`config.mk`:
```
export PLATFORM = sky130hd
export DESIGN_NAME = vector_norm_tolerance_compare_top
export DESIGN_NICKNAME = d
export VERILOG_FILES = /design/src/vntc_pkg.sv /design/src/vntc_front.sv /design/src/vntc_queue.sv /design/src/vntc_back.sv /design/src/vector_norm_tolerance_compare_top.sv
export SDC_FILE = /design/constraint.sdc
export NUM_CORES = 2
export LEC_CHECK = 0
export BUFFER_PORTS_ARGS = -buffer_cell sky130_fd_sc_hd__buf_2
export CORE_ASPECT_RATIO = 0.6
export CORE_MARGIN = 4
export CORE_UTILIZATION = 54
export DETAILED_ROUTE_END_ITERATION = 10
export PLACE_DENSITY = 0.69
export SLEW_MARGIN = 5
export SYNTH_ARGS = -nofsm -noshare
export SYNTH_HDL_FRONTEND = slang
export SYNTH_SLANG_ARGS = --single-unit
```
`constraint.sdc`:
```
create_clock -name clk -period 9.7 [get_ports clk]
set_clock_uncertainty 0.2 [all_clocks]
set_input_delay 0.485 -clock clk [delete_from_list [all_inputs] [get_ports clk]]
set_output_delay 0.485 -clock clk [all_outputs]
set_load 0.02 [all_outputs]
```
`src/vntc_pkg.sv`:
```
// Shared types and constants for the vector norm tolerance compare block.
`default_nettype none

package vntc_pkg;

  localparam int ELEM_W     = 16;
  localparam int ACC_W      = 48;
  localparam int NORM_W     = 32;
  localparam int ROOT_W     = ACC_W / 2;
  localparam int ROOT_STEPS = ROOT_W;
  localparam int STEP_W     = $clog2(ROOT_STEPS);
  localparam int QDEPTH     = 2;
  localparam int QPTR_W     = 1;
  localparam int CFG_ADDR_W = 1;
  localparam int CFG_DATA_W = 32;
  localparam int IN_DATA_W  = 2 * ELEM_W;
  localparam int OUT_DATA_W = 72;

  localparam logic [NORM_W-1:0] NORM_MAX = '1;
  localparam logic [ACC_W-1:0]  ACC_MAX  = '1;

  typedef enum logic [1:0] {
    MODE_L1  = 2'd0,
    MODE_L2  = 2'd1,
    MODE_INF = 2'd2,
    MODE_BAD = 2'd3
  } mode_t;

  localparam logic [CFG_ADDR_W-1:0] REG_NORM_MODE = 1'b0;
  localparam logic [CFG_ADDR_W-1:0] REG_TOLERANCE = 1'b1;

  typedef struct packed {
    logic [ACC_W-1:0] acc_a;
    logic [ACC_W-1:0] acc_b;
    mode_t            mode;
  } job_t;

  typedef enum logic [1:0] {
    BK_IDLE,
    BK_ROOT,
    BK_CMP,
    BK_HOLD
  } bk_state_t;

endpackage

`default_nettype wire

```
`src/vntc_front.sv`:
```
// Front end: accepts element pairs and accumulates both norms, one pair per cycle while the queue is not full.
`default_nettype none

module vntc_front
  import vntc_pkg::*;
(
  input  wire logic                 clk,
  input  wire logic                 rst_n,
  input  wire logic                 in_tvalid,
  output logic                      in_tready,
  input  wire logic [IN_DATA_W-1:0] in_tdata,  // elem_a, elem_b
  input  wire logic                 in_tlast,  // last_element
  input  wire mode_t                mode,
  input  wire logic                 q_full,
  output logic                      job_push,
  output job_t                      job
);

  logic [ACC_W-1:0]  acc_a_r, acc_a_nxt;
  logic [ACC_W-1:0]  acc_b_r, acc_b_nxt;
  logic [ACC_W-1:0]  step_a, step_b;
  logic [ELEM_W-1:0] mag_a, mag_b;
  logic              accept;

  function automatic logic [ELEM_W-1:0] magnitude(input logic [ELEM_W-1:0] v);
    return v[ELEM_W-1] ? (~v + 1'b1) : v;
  endfunction

  function automatic logic [ACC_W-1:0] acc_step(input logic [ACC_W-1:0] acc,
                                                input logic [ELEM_W-1:0] mag,
                                                input mode_t m);
    logic [ACC_W:0]      sum;
    logic [2*ELEM_W-1:0] sq;
    logic [ACC_W-1:0]    mag_x;
    sq    = mag * mag;
    mag_x = {{(ACC_W-ELEM_W){1'b0}}, mag};
    unique case (m)
      MODE_L1:  sum = {1'b0, acc} + {1'b0, mag_x};
      MODE_L2:  sum = {1'b0, acc} + {{(ACC_W+1-2*ELEM_W){1'b0}}, sq};
      MODE_INF: sum = {1'b0, (mag_x > acc) ? mag_x : acc};
      default:  sum = {1'b0, acc};
    endcase
    return sum[ACC_W] ? ACC_MAX : sum[ACC_W-1:0];
  endfunction

  assign in_tready = !q_full;
  assign accept    = in_tvalid && in_tready;
  assign mag_a     = magnitude(in_tdata[ELEM_W-1:0]);
  assign mag_b     = magnitude(in_tdata[2*ELEM_W-1:ELEM_W]);
  assign step_a    = acc_step(acc_a_r, mag_a, mode);
  assign step_b    = acc_step(acc_b_r, mag_b, mode);

  always_comb begin
    acc_a_nxt = acc_a_r;
    acc_b_nxt = acc_b_r;
    if (accept) begin
      acc_a_nxt = in_tlast ? '0 : step_a;
      acc_b_nxt = in_tlast ? '0 : step_b;
    end
  end

  assign job_push  = accept && in_tlast;
  assign job.acc_a = step_a;
  assign job.acc_b = step_b;
  assign job.mode  = mode;

  always_ff @(posedge clk) begin
    if (!rst_n) begin
      acc_a_r <= '0;
      acc_b_r <= '0;
    end else begin
      acc_a_r <= acc_a_nxt;
      acc_b_r <= acc_b_nxt;
    end
  end

endmodule

`default_nettype wire

```
`src/vntc_queue.sv`:
```
// Two-entry queue of finished accumulations between front and back end.
`default_nettype none

module vntc_queue
  import vntc_pkg::*;
(
  input  wire logic clk,
  input  wire logic rst_n,
  input  wire logic push,
  input  wire job_t job_in,
  input  wire logic pop,
  output job_t      job_out,
  output logic      full,
  output logic      empty
);

  job_t              mem [QDEPTH];
  logic [QPTR_W-1:0] wr_ptr_r, rd_ptr_r;
  logic [QPTR_W:0]   cnt_r, cnt_nxt;

  assign full    = (cnt_r == (QPTR_W+1)'(QDEPTH));
  assign empty   = (cnt_r == '0);
  assign job_out = mem[rd_ptr_r];

  always_comb begin
    cnt_nxt = cnt_r;
    if (push && !pop) begin
      cnt_nxt = cnt_r + 1'b1;
    end else if (pop && !push) begin
      cnt_nxt = cnt_r - 1'b1;
    end
  end

  always_ff @(posedge clk) begin
    if (push) begin
      mem[wr_ptr_r] <= job_in;
    end
  end

  always_ff @(posedge clk) begin
    if (!rst_n) begin
      wr_ptr_r <= '0;
      rd_ptr_r <= '0;
      cnt_r    <= '0;
    end else begin
      if (push) begin
        wr_ptr_r <= wr_ptr_r + 1'b1;
      end
      if (pop) begin
        rd_ptr_r <= rd_ptr_r + 1'b1;
      end
      cnt_r <= cnt_nxt;
    end
  end

`ifndef SYNTH
  a_no_overflow: assert property (@(posedge clk) disable iff (!rst_n)
    push |-> (!full || pop))
    else $error("queue written while full");
  a_no_underflow: assert property (@(posedge clk) disable iff (!rst_n)
    pop |-> !empty)
    else $error("queue read while empty");
  a_cnt_bound: assert property (@(posedge clk) disable iff (!rst_n)
    cnt_r <= (QPTR_W+1)'(QDEPTH))
    else $error("queue count beyond depth");
`endif

endmodule

`default_nettype wire

```
`src/vntc_back.sv`:
```
// Back end: square root, saturation, tolerance compare and result register.
`default_nettype none

module vntc_back
  import vntc_pkg::*;
(
  input  wire logic                  clk,
  input  wire logic                  rst_n,
  input  wire job_t                  job,
  input  wire logic                  q_empty,
  output logic                       job_pop,
  input  wire logic [NORM_W-1:0]     tolerance,
  output logic                       out_tvalid,
  input  wire logic                  out_tready,
  output logic [OUT_DATA_W-1:0]      out_tdata,  // norm_a, norm_b, within_tolerance, pad
  output logic                       out_tuser   // status
);

  bk_state_t          state_r, state_nxt;
  job_t               job_r;
  logic [ROOT_W+1:0]  rem_a_r, rem_b_r;
  logic [ROOT_W-1:0]  root_a_r, root_b_r;
  logic [STEP_W-1:0]  cnt_r;
  logic [NORM_W-1:0]  norm_a_r, norm_b_r;
  logic               within_r, status_r;
  logic [2*ROOT_W+1:0] step_a, step_b;
  logic [NORM_W-1:0]  na, nb, diff;

  function automatic logic [2*ROOT_W+1:0] root_step(input logic [ROOT_W+1:0] rem,
                                                    input logic [ROOT_W-1:0] root,
                                                    input logic [1:0] pair);
    logic [ROOT_W+3:0] rem_sh;
    logic [ROOT_W+3:0] trial;
    logic [ROOT_W+1:0] rem_n;
    logic [ROOT_W-1:0] root_n;
    rem_sh = {rem, pair};
    trial  = {2'b00, root, 2'b01};
    if (rem_sh >= trial) begin
      rem_n  = ROOT_W'(0) + (ROOT_W+2)'(rem_sh - trial);
      root_n = {root[ROOT_W-2:0], 1'b1};
    end else begin
      rem_n  = rem_sh[ROOT_W+1:0];
      root_n = {root[ROOT_W-2:0], 1'b0};
    end
    return {rem_n, root_n};
  endfunction

  function automatic logic [NORM_W-1:0] sat_norm(input logic [ACC_W-1:0] acc);
    return (acc > {{(ACC_W-NORM_W){1'b0}}, NORM_MAX}) ? NORM_MAX : acc[NORM_W-1:0];
  endfunction

  assign step_a = root_step(rem_a_r, root_a_r, job_r.acc_a[ACC_W-1:ACC_W-2]);
  assign step_b = root_step(rem_b_r, root_b_r, job_r.acc_b[ACC_W-1:ACC_W-2]);

  always_comb begin
    if (job_r.mode == MODE_L2) begin
      na = {{(NORM_W-ROOT_W){1'b0}}, root_a_r};
      nb = {{(NORM_W-ROOT_W){1'b0}}, root_b_r};
    end else begin
      na = sat_norm(job_r.acc_a);
      nb = sat_norm(job_r.acc_b);
    end
    diff = (na > nb) ? (na - nb) : (nb - na);
  end

  always_comb begin
    state_nxt = state_r;
    unique case (state_r)
      BK_IDLE: begin
        if (!q_empty) begin
          state_nxt = (job.mode == MODE_L2) ? BK_ROOT : BK_CMP;
        end
      end
      BK_ROOT: begin
        if (cnt_r == STEP_W'(ROOT_STEPS - 1)) begin
          state_nxt = BK_CMP;
        end
      end
      BK_CMP:  state_nxt = BK_HOLD;
      BK_HOLD: begin
        if (out_tready) begin
          state_nxt = BK_IDLE;
        end
      end
      default: state_nxt = BK_IDLE;
    endcase
  end

  always_comb begin
    job_pop    = 1'b0;
    out_tvalid = 1'b0;
    unique case (state_r)
      BK_IDLE: job_pop    = !q_empty;
      BK_HOLD: out_tvalid = 1'b1;
      default: ;
    endcase
  end

  assign out_tdata = {{(OUT_DATA_W-2*NORM_W-1){1'b0}}, within_r, norm_b_r, norm_a_r};
  assign out_tuser = status_r;

  always_ff @(posedge clk) begin
    unique case (state_r)
      BK_IDLE: begin
        job_r    <= job;
        rem_a_r  <= '0;
        rem_b_r  <= '0;
        root_a_r <= '0;
        root_b_r <= '0;
        cnt_r    <= '0;
      end
      BK_ROOT: begin
        rem_a_r     <= step_a[2*ROOT_W+1:ROOT_W];
        root_a_r    <= step_a[ROOT_W-1:0];
        rem_b_r     <= step_b[2*ROOT_W+1:ROOT_W];
        root_b_r    <= step_b[ROOT_W-1:0];
        job_r.acc_a <= {job_r.acc_a[ACC_W-3:0], 2'b00};
        job_r.acc_b <= {job_r.acc_b[ACC_W-3:0], 2'b00};
        cnt_r       <= cnt_r + 1'b1;
      end
      BK_CMP: begin
        if (job_r.mode == MODE_BAD) begin
          norm_a_r <= '0;
          norm_b_r <= '0;
          within_r <= 1'b0;
          status_r <= 1'b1;
        end else begin
          norm_a_r <= na;
          norm_b_r <= nb;
          within_r <= (diff <= tolerance);
          status_r <= 1'b0;
        end
      end
      default: ;
    endcase
  end

  always_ff @(posedge clk) begin
    if (!rst_n) begin
      state_r <= BK_IDLE;
    end else begin
      state_r <= state_nxt;
    end
  end

`ifndef SYNTH
  a_status_clears: assert property (@(posedge clk) disable iff (!rst_n)
    (out_tvalid && out_tuser) |-> (out_tdata[2*NORM_W:0] == '0))
    else $error("error result carries norm data");
  a_pop_leaves_idle: assert property (@(posedge clk) disable iff (!rst_n)
    job_pop |=> (state_r != BK_IDLE))
    else $error("request taken but back end stayed idle");
  a_root_range: assert property (@(posedge clk) disable iff (!rst_n)
    (out_tvalid && job_r.mode == MODE_L2) |->
      (out_tdata[NORM_W-1:ROOT_W] == '0 && out_tdata[2*NORM_W-1:NORM_W+ROOT_W] == '0))
    else $error("square root result out of range");
`endif

endmodule

`default_nettype wire

```
`src/vector_norm_tolerance_compare_top.sv`:
```
// Top level: configuration registers and front, queue and back end.
//
// Input channel in_*: one element pair per request, elem_a in in_tdata[15:0],
// elem_b in in_tdata[31:16], in_tlast marks the final pair of a vector.
// Output channel out_*: one request per vector, norm_a in out_tdata[31:0],
// norm_b in out_tdata[63:32], within_tolerance in out_tdata[64],
// status in out_tuser (1 for an invalid norm mode).
// Configuration: cfg_we with cfg_addr 0 writes norm_mode, 1 writes tolerance.
// The front end takes one pair per cycle while the queue is not full and
// accumulates both norms. On the last pair the sums enter a two-entry queue;
// the back end finishes them, and for L2 it runs a 24-step shift-subtract
// square root.
// A stalled receiver holds the result; the front end keeps accepting pairs
// until the queue fills, and then holds in_tready low on the next vector.
// Reset clears the accumulators, the queue and the registers (mode L1,
// tolerance 0); no memory clearing pass is needed.
`default_nettype none

module vector_norm_tolerance_compare_top
  import vntc_pkg::*;
(
  input  wire logic                  clk,
  input  wire logic                  rst_n,
  input  wire logic                  in_tvalid,
  output logic                       in_tready,
  input  wire logic [IN_DATA_W-1:0]  in_tdata,   // elem_a, elem_b
  input  wire logic                  in_tlast,   // last_element
  output logic                       out_tvalid,
  input  wire logic                  out_tready,
  output logic [OUT_DATA_W-1:0]      out_tdata,  // norm_a, norm_b, within_tolerance, pad
  output logic                       out_tuser,  // status
  input  wire logic                  cfg_we,
  input  wire logic [CFG_ADDR_W-1:0] cfg_addr,
  input  wire logic [CFG_DATA_W-1:0] cfg_wdata
);

  mode_t             mode_r;
  logic [NORM_W-1:0] tolerance_r;
  job_t              job_in, job_out;
  logic              job_push, job_pop, q_full, q_empty;

  always_ff @(posedge clk) begin
    if (!rst_n) begin
      mode_r      <= MODE_L1;
      tolerance_r <= '0;
    end else if (cfg_we) begin
      unique case (cfg_addr)
        REG_NORM_MODE: mode_r      <= mode_t'(cfg_wdata[1:0]);
        REG_TOLERANCE: tolerance_r <= cfg_wdata[NORM_W-1:0];
        default: ;
      endcase
    end
  end

  vntc_front u_front (
    .clk       (clk),
    .rst_n     (rst_n),
    .in_tvalid (in_tvalid),
    .in_tready (in_tready),
    .in_tdata  (in_tdata),
    .in_tlast  (in_tlast),
    .mode      (mode_r),
    .q_full    (q_full),
    .job_push  (job_push),
    .job       (job_in)
  );

  vntc_queue u_queue (
    .clk     (clk),
    .rst_n   (rst_n),
    .push    (job_push),
    .job_in  (job_in),
    .pop     (job_pop),
    .job_out (job_out),
    .full    (q_full),
    .empty   (q_empty)
  );

  vntc_back u_back (
    .clk        (clk),
    .rst_n      (rst_n),
    .job        (job_out),
    .q_empty    (q_empty),
    .job_pop    (job_pop),
    .tolerance  (tolerance_r),
    .out_tvalid (out_tvalid),
    .out_tready (out_tready),
    .out_tdata  (out_tdata),
    .out_tuser  (out_tuser)
  );

endmodule

`default_nettype wire
```
==> metrics list <==
- Each instance of the synthesized netlist takes up on average 9.01 sq um.
* Total CTS buffers: 53
- Measured along the y axis, the die boundary spans 256 um.
- The tightest min-delay check is of the in -> reg type.
* Sink count of the clock tree: 602
* Maxcap violations: 0
- Utilization after layout: between 50% and 60%
- The area growth from synthesis to layout is 8.91%.
* Proportion of synthesized chip area in sequential cells: 30.2%
- The floorplan step defined a core boundary enclosing 0.101 sq mm.
- Post-route cell area: 0.0602 sq mm
* Critical setup path kind: in -> reg
- Post-synth top flop: edfxtp_1
- The critical path starts at in_tdata[3].
* Routed wirelength normalized by instance count: 22.7 um
- Fraction of the cycle the final worst path needs: between 90 and 100%
* Initial DRC count: 5549
- Origin of the worst min-delay path: cfg_addr
- Number of instances in the synthesized netlist: about 6100
* Unique masters post-synth: 97
- The final layout contains routed wiring with a total length of 174000 um.
* Die outline width: 421 um
- Crit path top cell by count: fa_1
- Proportion of layout cells with a drive suffix above 1: 7.89%
* Port Buffer Count: 138
* TritonCTS clock tree: built
- Total buffers and inverters traversed by the critical path: 7
* Maximum number of pins on one net before global-route repair: 158
- Number of storage elements in the synthesis netlist: roughly 600
* Number of buffers inserted by post-CTS setup repair: 0
- For the worst setup path, the data required time is 9.91 ns.
- Headroom to the max-slew limit came out at 14.9%.
* CP Data Arrival Time: 9.23 ns
- During synthesis, Yosys emitted a total of 0 warnings.
- Global routing consumed, over all layers together, 31.7% of the routing resources.
* Total gr overflow: 0
- On the worst path, the slowest cell contributes a delay of about 0.57 ns.
- HPWL reported at the end of detailed placement: between 100000 and 150000 um
- Vias/cell: 6.03
* Full die area: 0.108 sq mm
* Measured slew at the worst slew-check pin: 1.26 ns
- Setup violations remaining at the end of the flow were counted as 0.
- Number of slew-limit violations in the final report: 0
* Leading cell types in the layout, fill and taps excluded: inv_1 (937), nor2_1 (542), nand2_1 (529), edfxtp_1 (465), ha_1 (427)
* Top delay family on crit path: adder cells
- The slowest stage of the critical path is the or4_1 cell.
* Placed Instance Area: between 0.05 and 0.06 sq mm
- Via count of the first global-routing pass: 44500
* Layout net count: 7171
- Latest clock arrival within the worst-skew pair: 0.65 ns
* DRT antenna net count: 0
- Number of synthesized flops with an enable pin: 465
- For this run, design rule violations remaining after detail routing come to 0.
* Number of antenna violations at the first check in global routing: 1
- Maximum clock frequency: about 110 MHz
* Num ports: 146
* Routability congestion estimate from global placement: roughly 1
- Hold slack: 0.0974 ns
- In the final timing run, aggregate negative setup slack is 0 ns.
* Num rows: 90
* Clock Root Buffer: clkbuf_16
- The worst path in the final design needs a cycle of 9.02 ns, including I/O delays and setup.
- Cts repair resizes: 0
- Startpoint type of the worst setup path: primary input
- STA classifies the critical path endpoint as a register.
* Total via count in the routed design: 46200
* Endpoints failing hold: 0
* Leading cell type in the layout, fill and taps excluded: inv_1
- Netlist area before placement: 0.0553 sq mm
- Result of the run: finished, final reports clean
* First-pass detailed-route iteration total: 5
- After synthesis, the share of flip-flops with an asynchronous set or reset is 0%.
- Unrepaired setup endpoints after global routing: false
- The clock passes through at most 3 buffers.
* Global-route wire length before repair: 268000 um
* CTS H-tree depth: 2
- Clock slew at reported path FFs: 0.07 ns
* FF-to-FF Start: u_back.job_r[96]
- Worst-path fanout max: 7
* Effective utilization at floorplan: 54.7%
## cell usage after synthesis (all sizes together), types with 38 or more instances
master,n,area (sq um)
a211oi,49,373
a21boi,47,360
a21o,141,1060
a21oi,319,1600
and3,50,313
buf,57,288
clkbuf,244,916
dfxtp,137,2740
edfxtp,465,14000
fa,394,7890
ha,429,5370
inv,940,3530
mux2i,190,1900
nand2,532,2000
nand3,90,450
nand4,64,400
nor2,547,2060
nor2b,38,238
nor3,74,385
nor4,53,332
o211ai,42,315
o21ai,396,1980
o21bai,39,293
or3,70,443
xnor2,146,1290
xor2,79,692
## area by class of cell
class,instances,area [sq um]
Inverter,955,3580
Timing Repair Buffer,358,2450
Fill cell,8846,40800
Clock inverter,31,418
Multi-Input combinational cell,4307,34000
Clock buffer,68,1420
Sequential cell,602,16700
Tap cell,1334,1670
Antenna cell,1,2.50
## logic make-up (layout without fill, tap and decap cells)
group	Yosys count	in the layout	share of synthesized area, %
XOR/XNOR	225	225	3.58
buffers and inverters	1256	1412	8.66
AND/OR/NAND/NOR	1648	1648	13.6
flip-flops	602	602	30.2
multiplexers	204	204	3.73
other	2	30	0.0136
adder cells (fa/ha/maj)	823	823	24.0
AO/OA/AOI/OAI	1378	1378	16.2
## state kept, by name (all words and copies together) (netlist names), 26 cells and up, named ones only
name and count:
u_front.acc_b_r 48, u_back.rem_a_r 26, u_front.acc_a_r 48, u_queue.mem 196, u_back.norm_b_r 32, tolerance_r 32
u_back.norm_a_r 32, u_back.rem_b_r 26, u_back.job_r 98
## routing by layer
layer	wire, um	up-vias	global-route usage, %
met5	0	-	0
met3	21800	207	9.44
met4	2840	0	5.06
met1	81200	22400	50.1
met2	67900	2339	43.1
li1	-	21200	-
## per-stage QoR
stage                     setup WS, ns  instances
after global routing             0.287       7655
after floorplan                  0.542       6165
after global placement           0.210       7524
after detailed placement        0.0959       7524
after CTS                        0.753       7655
final                            0.684       7656
## final timing paths
| kind | slack, ns | end | cells after the start |
|---|---|---|---|
| setup / recovery | 0.68 | u_queue.mem[1][79] | 31 |
| hold / removal | 0.1 | mode_r[0] | 4 |
| setup reg to reg | 1.04 | u_back.within_r | 31 |
| hold reg to reg | 0.27 | tolerance_r[9] | 2 |
## worst register-to-register path: cells and delay by family, from the launching register on
| family | cells | cell delay (ns) |
|---|---|---|
| AOI/OAI and AO/OA | 16 | 4.35 |
| adders and majority gates | 4 | 1.28 |
| and+or+nand+nor | 6 | 1.05 |
| buffers and inverters | 3 | 0.45 |
| DFF | 1 | 0.42 |
| xor gates and xnor gates | 1 | 0.39 |
| muxes | 1 | 0.38 |
## what timing repair did
| action | 4_1_cts | 5_1_grt |
|---|---|---|
| hold buffers | 32 | 0 |
| hold endpoints to repair | 34 | 0 |
| endpoints found under the setup margin | 0 | 0 |
Power is left out: the tool's default activity adds up to more than one toggle a clock period on the data nets, which glitch-free logic cannot reach.
